--- src/atht_pkg.sv ---
package atht_pkg;

  localparam int TableDepth = 4096;
  localparam int SlotW = $clog2(TableDepth);
  localparam int CountW = SlotW + 1;
  localparam logic [63:0] HashMult = 64'h9E3779B97F4A7C15;
  localparam logic [47:0] Max48 = 48'hFFFF_FFFF_FFFF;
  localparam logic [31:0] Max32 = 32'hFFFF_FFFF;
  localparam logic [CountW+1:0] FullLimit = (CountW+2)'(TableDepth * 3);

  typedef enum logic [1:0] {
    OP_ALLOC   = 2'd0,
    OP_RELEASE = 2'd1,
    OP_CLEAR   = 2'd2,
    OP_NONE    = 2'd3
  } op_t;

  typedef enum logic [1:0] {
    ST_DONE    = 2'd0,
    ST_ZERO    = 2'd1,
    ST_FULL    = 2'd2,
    ST_UNKNOWN = 2'd3
  } status_t;

  typedef enum logic [3:0] {
    S_IDLE,
    S_HASH,
    S_HOME,
    S_READ,
    S_WAIT,
    S_PROBE,
    S_REIN_HASH,
    S_REIN_HOME,
    S_REIN_READ,
    S_REIN_WAIT,
    S_REIN_PROBE,
    S_CLEAR,
    S_FINISH
  } state_t;

  // controller commands to datapath
  typedef struct packed {
    logic load;        // capture input beat
    logic hash_mul;    // register hash product
    logic set_home;    // probe pointer <- home of key
    logic step;        // probe pointer + 1
    logic wr_item;     // write key/size at probe pointer
    logic wr_empty;    // clear slot at probe pointer
    logic set_scan;    // scan pointer <- probe pointer + 1, remember released
    logic rd_scan;     // read at scan pointer
    logic pick_scan;   // take scanned entry as key to move, clear its slot
    logic sel_moved;   // hash or write the moved entry instead of the input beat
    logic clr_step;    // clearing sweep write
    logic clr_start;   // reset sweep pointer and stats
    logic stat_alloc;
    logic stat_release;
    logic stat_unknown;
    logic set_status;
    status_t status;
    logic fire;
  } cmd_t;

  typedef struct packed {
    op_t  op;
    logic addr_zero;
    logic full;
    logic slot_empty;
    logic slot_match;
    logic clr_last;
  } sts_t;

endpackage

--- src/atht_ctrl.sv ---
module atht_ctrl (
  input  logic            clk,
  input  logic            rst_n,
  input  logic            start,
  output logic            busy,
  input  atht_pkg::sts_t  sts,
  output atht_pkg::cmd_t  cmd
);

  atht_pkg::state_t state_r, state_nxt;
  logic clr_pend_r, clr_pend_nxt;
  logic mov_r, mov_nxt;

  always_ff @(posedge clk) begin
    if (!rst_n) begin
      state_r <= atht_pkg::S_CLEAR;
      clr_pend_r <= 1'b1;
      mov_r <= 1'b0;
    end else begin
      state_r <= state_nxt;
      clr_pend_r <= clr_pend_nxt;
      mov_r <= mov_nxt;
    end
  end

  always_comb begin
    state_nxt = state_r;
    clr_pend_nxt = clr_pend_r;
    mov_nxt = mov_r;
    cmd = '0;
    cmd.status = atht_pkg::ST_DONE;
    busy = (state_r != atht_pkg::S_IDLE);
    unique case (state_r)
      atht_pkg::S_IDLE: begin
        if (start) begin
          cmd.load = 1'b1;
          mov_nxt = 1'b0;
          state_nxt = atht_pkg::S_HASH;
        end
      end
      atht_pkg::S_HASH: begin
        cmd.hash_mul = 1'b1;
        state_nxt = atht_pkg::S_HOME;
        unique case (sts.op)
          atht_pkg::OP_CLEAR: begin
            cmd.clr_start = 1'b1;
            clr_pend_nxt = 1'b0;
            state_nxt = atht_pkg::S_CLEAR;
          end
          atht_pkg::OP_NONE: begin
            cmd.set_status = 1'b1;
            state_nxt = atht_pkg::S_FINISH;
          end
          default: begin
            if (sts.addr_zero) begin
              cmd.set_status = 1'b1;
              cmd.status = atht_pkg::ST_ZERO;
              state_nxt = atht_pkg::S_FINISH;
            end else if (sts.op == atht_pkg::OP_ALLOC && sts.full) begin
              cmd.set_status = 1'b1;
              cmd.status = atht_pkg::ST_FULL;
              state_nxt = atht_pkg::S_FINISH;
            end
          end
        endcase
      end
      atht_pkg::S_HOME: begin
        cmd.set_home = 1'b1;
        state_nxt = atht_pkg::S_READ;
      end
      atht_pkg::S_READ: begin
        state_nxt = atht_pkg::S_WAIT;
      end
      atht_pkg::S_WAIT: state_nxt = atht_pkg::S_PROBE;
      atht_pkg::S_PROBE: begin
        if (mov_r) begin
          // moved entry lands in the first empty slot, then the scan resumes
          if (sts.slot_empty) begin
            cmd.wr_item = 1'b1;
            cmd.sel_moved = 1'b1;
            state_nxt = atht_pkg::S_REIN_READ;
          end else begin
            cmd.step = 1'b1;
            state_nxt = atht_pkg::S_READ;
          end
        end else if (sts.op == atht_pkg::OP_ALLOC) begin
          if (sts.slot_empty) begin
            cmd.wr_item = 1'b1;
            cmd.stat_alloc = 1'b1;
            cmd.set_status = 1'b1;
            state_nxt = atht_pkg::S_FINISH;
          end else begin
            cmd.step = 1'b1;
            state_nxt = atht_pkg::S_READ;
          end
        end else if (sts.slot_empty) begin
          cmd.stat_unknown = 1'b1;
          cmd.set_status = 1'b1;
          cmd.status = atht_pkg::ST_UNKNOWN;
          state_nxt = atht_pkg::S_FINISH;
        end else if (sts.slot_match) begin
          cmd.wr_empty = 1'b1;
          cmd.set_scan = 1'b1;
          cmd.stat_release = 1'b1;
          cmd.set_status = 1'b1;
          state_nxt = atht_pkg::S_REIN_READ;
        end else begin
          cmd.step = 1'b1;
          state_nxt = atht_pkg::S_READ;
        end
      end
      atht_pkg::S_REIN_READ: begin
        cmd.rd_scan = 1'b1;
        state_nxt = atht_pkg::S_REIN_WAIT;
      end
      atht_pkg::S_REIN_WAIT: begin
        cmd.rd_scan = 1'b1;
        state_nxt = atht_pkg::S_REIN_HASH;
      end
      atht_pkg::S_REIN_HASH: begin
        if (sts.slot_empty) begin
          state_nxt = atht_pkg::S_FINISH;
        end else begin
          cmd.pick_scan = 1'b1;
          cmd.sel_moved = 1'b1;
          mov_nxt = 1'b1;
          state_nxt = atht_pkg::S_REIN_HOME;
        end
      end
      atht_pkg::S_REIN_HOME: begin
        cmd.sel_moved = 1'b1;
        cmd.hash_mul = 1'b1;
        state_nxt = atht_pkg::S_REIN_PROBE;
      end
      atht_pkg::S_REIN_PROBE: begin
        // reuse the read/wait/decide walk for the moved entry
        cmd.set_home = 1'b1;
        cmd.sel_moved = 1'b1;
        state_nxt = atht_pkg::S_READ;
      end
      atht_pkg::S_CLEAR: begin
        cmd.clr_step = 1'b1;
        if (sts.clr_last) begin
          if (clr_pend_r) begin
            clr_pend_nxt = 1'b0;
            state_nxt = atht_pkg::S_IDLE;
          end else begin
            cmd.set_status = 1'b1;
            state_nxt = atht_pkg::S_FINISH;
          end
        end
      end
      atht_pkg::S_FINISH: begin
        cmd.fire = 1'b1;
        mov_nxt = 1'b0;
        state_nxt = atht_pkg::S_IDLE;
      end
      default: state_nxt = atht_pkg::S_IDLE;
    endcase
  end

endmodule

--- config.mk ---
export PLATFORM = sky130hd
export DESIGN_NAME = atht_ctrl
export DESIGN_NICKNAME = d
export VERILOG_FILES = /design/src/atht_pkg.sv /design/src/atht_ctrl.sv
export SDC_FILE = /design/constraint.sdc
export NUM_CORES = 1
export LEC_CHECK = 0
export BUFFER_PORTS_ARGS = -buffer_cell sky130_fd_sc_hd__buf_2
export CORE_AREA = 2 2 47 49
export DETAILED_ROUTE_END_ITERATION = 10
export DIE_AREA = 0 0 49 51
export SETUP_SLACK_MARGIN = 0.1
export SLEW_MARGIN = 20
export SYNTH_ARGS = -nofsm -noshare
export SYNTH_HDL_FRONTEND = slang
export SYNTH_SLANG_ARGS = --single-unit
export TNS_END_PERCENT = 5
--- constraint.sdc ---
create_clock -name clk -period 2.4 [get_ports clk]
set_clock_uncertainty 0.15 [all_clocks]
set_input_delay 0.12 -clock clk [delete_from_list [all_inputs] [get_ports clk]]
set_output_delay 0.12 -clock clk [all_outputs]
set_load 0.02 [all_outputs]
Yosys cells after proc, flatten, opt, wreduce, memory -nomap -nowiden
Cells that the tools add are included.
Cells by class
  reduce and logical (&&, ||, !) cells: 14
  eq/ne operators: 18
  multiplexer cells: 62
Operators by type and width (count)
  4-bit 2-to-1 mux: 13
  4-bit one-hot mux with 11 select lines: 1
  1-bit 2-to-1 mux: 27
  4-bit == test, second input constant: 5
  2-bit 2-to-1 mux: 10
  4-bit by 3-bit == test with 1-bit output, second input constant: 4
  2-bit OR reduction: 5
  3-bit 2-to-1 mux: 3
  1-bit one-hot mux with 3 select lines: 3
  4-bit by 2-bit == test with 1-bit output, second input constant: 2
  4-bit one-hot mux with 2 select lines: 1
  6-bit 2-to-1 mux: 1
  2-bit != test, second input constant: 3
  3-bit AND reduction: 2
  2-bit == test, second input constant: 2
  4-bit by 1-bit == test with 1-bit output, second input constant: 1
  4-bit zero test: 1
  1-bit one-hot mux with 2 select lines: 2
  2-bit one-hot mux with 2 select lines: 1
  4-bit nonzero test: 1
  3-bit nonzero test: 1
  2-bit zero test: 1
  2-bit by 1-bit != test with 1-bit output, second input constant: 1
  2-bit AND reduction: 1
  2 further kinds: 2
Storage, ports and cells
  bits of input ports: 10
  register bits after elaboration: 6

Logic depth before layout (Yosys ltp)
  word-level depth: 6
  depth in mapped cells: 5
  depth with buffers taken out: 4

Worst setup path after synthesis
Ideal clock, no wire load.
  path kind: register -> output
  from: reg mov_r
  to: out cmd[12] (netlist name)
  slack: 429 ps
  cell stages (with the launch flop): 4
  buffers on the path: 1
  data required time: 2130 ps
  arrival: 1701 ps
  cells stage by stage: dfxtp_1 > or3b_2 > nor3_1 > buf_4
RTL lines
  from (decl): line atht_ctrl.sv:12  | logic mov_r, mov_nxt;
  from (signal assigned): line atht_ctrl.sv:22  | mov_r <= mov_nxt;
  to (decl): line atht_ctrl.sv:7  | output atht_pkg::cmd_t cmd

==> impl_results.md <==
- Rows: 17
- Post-synth EDFFs: 0
- Syn Inst Count: 94
- CORE AREA: 2063 sq um
- Routed WL: 1833 um
- Drt wl/cell: 12.39 um
- Yosys warnings: 0
- Tcrit/Tclk final: 84.70%
- Residual DRC: 0
- Crit path DAT: 1760 ps
- Status: finished clean
- Die ar.: 2499 sq um
- Vias: 772
- Synthesized net count: 104
- Share of the synthesized area in the top cell type: 18.39%
- Clk_lat worst skew: 250 ps
- Max-cap viol count: 0
- Top area cells in the synthesized netlist: dfxtp_1 (18%), a21oi_1 (8.4%), nor2_1 (6.3%)
- Power density over the cells: 1058 nW/um^2
- Total gr overflow: 0
- Setup_tns: 0 ps
- Antenna diodes: 0
- Seq/Total Area, Yosys: 18.39%
- Final Non-Filler Cells: 148
- Post-route setup slack: 367.3 ps
- Crit Path Category: flip-flop to output pin
- DIE HEIGHT: 51 um
- Placer Congestion: 0.8367
- Area post-placement: 795.8 sq um
- Final #Nets: 132
- Footprint of the multi-input gates: 480.5 sq um
- Fraction of registers with async set/reset: 0%
- Crit path cell chain: nand4bb_1, nor3b_2, a21oi_1, o211ai_1, buf_2
- Yosys reg bits: 6
- Static leakage: 0.4042 nW
- Synth unique cells: 36
- Port Buffers: 29
- RSZ-0062 raised after global routing: no
- Die Width: 49 um
- Initial DRT Pass Iterations: 4
- DR iter-0 viols: 15
- Top cells by count, synth: a21oi_1 (11), nor2_1 (11)
- I/O pins: 30
- Final core utilization: 40.81%
- Layout cells sized above 1: 34.17%
- Setup violators final: 0
- Worst Path Max Fanout: 14
- Fill count: 229
- Tmin final: 2033 ps
- Worst slew pin tran: 464.6 ps
- Clock tree buffer depth: 2
- Area delta synth->final: 28.93%
- Post-synthesis cell area: 653.1 sq um
- Largest net degree at the start of global routing: 15
- VDD IR max: 0.5084 mV
- Final Hold Vio Count: 0
- Max Clk Rate: 0.4920 GHz
- CTS tree: done
- Tot GR Track Use: 15.38%
- Post-DP HPWL: 1383 um
- CP max-delay cell: dfxtp_1
- Ys flop type: dfxtp_1
- Initial Util: 31.66%
- Avg Cell Area, Syn: 6.948 sq um
- Htree depth: 1
- Max-slew violations: 0
- Clk root buf: clkbuf_4
- Register area: 122.6 sq um
- Slew headroom: 68.99%
- Worst setup EP type: output pin
- Startpoint Class: flip-flop
- Vias in the first global route: 671
- Min-delay worst type: input port to flip-flop
- Post-DRT Antenna Nets: 0
- Yosys top cell by area: dfxtp_1
- Total CTS buffers: 3
- Placed cells: 144
- Data required, critical path: 2130 ps
- Clock sink total: 6
- CTS clk-pin slew, worst paths: 50 ps
- First-pass GRT wire length: 2960 um
- Design area: 842.1 sq um
- Placement Setup Slack: 445.6 ps
- Initial antenna violation count: 0
- Vias per cell: 5.216
- Slowest stage delay, CP: 440 ps
## path summary, 6_finish.rpt
check,start,slack (ps),end,depth (start not counted)
max,state_r[3],370,cmd[3],5
min,sts[0],120,clr_pend_r,3
max reg2reg,state_r[1],570,state_r[3],3
min reg2reg,clr_pend_r,380,clr_pend_r,1
## routing by layer
layer	share of wire, %	track usage [%]
met5	0	0
met4	0	8.571
met3	3.8	2.047
met2	49	24.89
met1	47	19.79
## registers in the layout, indices dropped and copies added (netlist names)
name,flops
clr_pend_r,1
state_r,4
mov_r,1
## kinds of logic (layout without fill, tap and decap cells)
group	after synthesis	after routing	synth area share, %
AO/OA/AOI/OAI	30	30	31.80
XOR/XNOR	1	1	1.341
buffers and inverters	13	39	9.768
flip-flops	6	6	18.39
AND/OR/NAND/NOR	44	44	38.70
## final cells by class
class	count	area share [%]
multi-input combinational	75	57.06
timing repair buffer	31	19.32
sequential	6	14.56
tap	28	4.160
clock buffer	3	2.675
inverter	5	2.229
## report_power, final
group,total [mW],switching (mW),internal (mW)
clock,0.0978,0.0409,0.0569
sequential,0.266,0.121,0.145
combinational,0.527,0.294,0.233
total,0.891,0.456,0.435
## layout by cell type, fill, tap and decap left out, types with 2 or more instances in the layout
cell / synthesis / routed
buf_2: 0 / 29
o21ai_0: 6 / 6
inv_1: 5 / 5
nand2b_1: 6 / 6
dfxtp_1: 6 / 4
nor2b_1: 2 / 2
nand3b_1: 3 / 3
nand2_1: 6 / 6
dfxtp_2: 0 / 2
nor3_1: 4 / 4
nor2_1: 11 / 11
and2_1: 4 / 4
nand4b_1: 2 / 2
a21oi_1: 11 / 11
clkbuf_4: 0 / 3
## timing repair
action	in CTS	in global routing
setup endpoints to repair	0	5
buffers inserted	0	0
gates resized for setup	0	4
hold buffers	1	0
hold endpoints to repair	3	0
## metrics by stage
| step | power (mW) | hold slack (ps) |
|---|---|---|
| finish | 0.8907 | 123.2 |
| global route | 0.9737 | 112.2 |
| CTS | 0.8819 | 111.5 |
| detailed placement | 0.7755 | 209.9 |
| global placement | 0.7773 | 215.4 |
| floorplan | 0.6505 | 43.95 |
## worst max-delay path, delay by kind of cell, from the launching register on
kind,cells,cell delay [ps]
AO/OA/AOI/OAI,2,220
buffers and inverters,1,200
flip-flops,1,440
AND/OR/NAND/NOR,2,650
(Power assumes the default switching activity.)
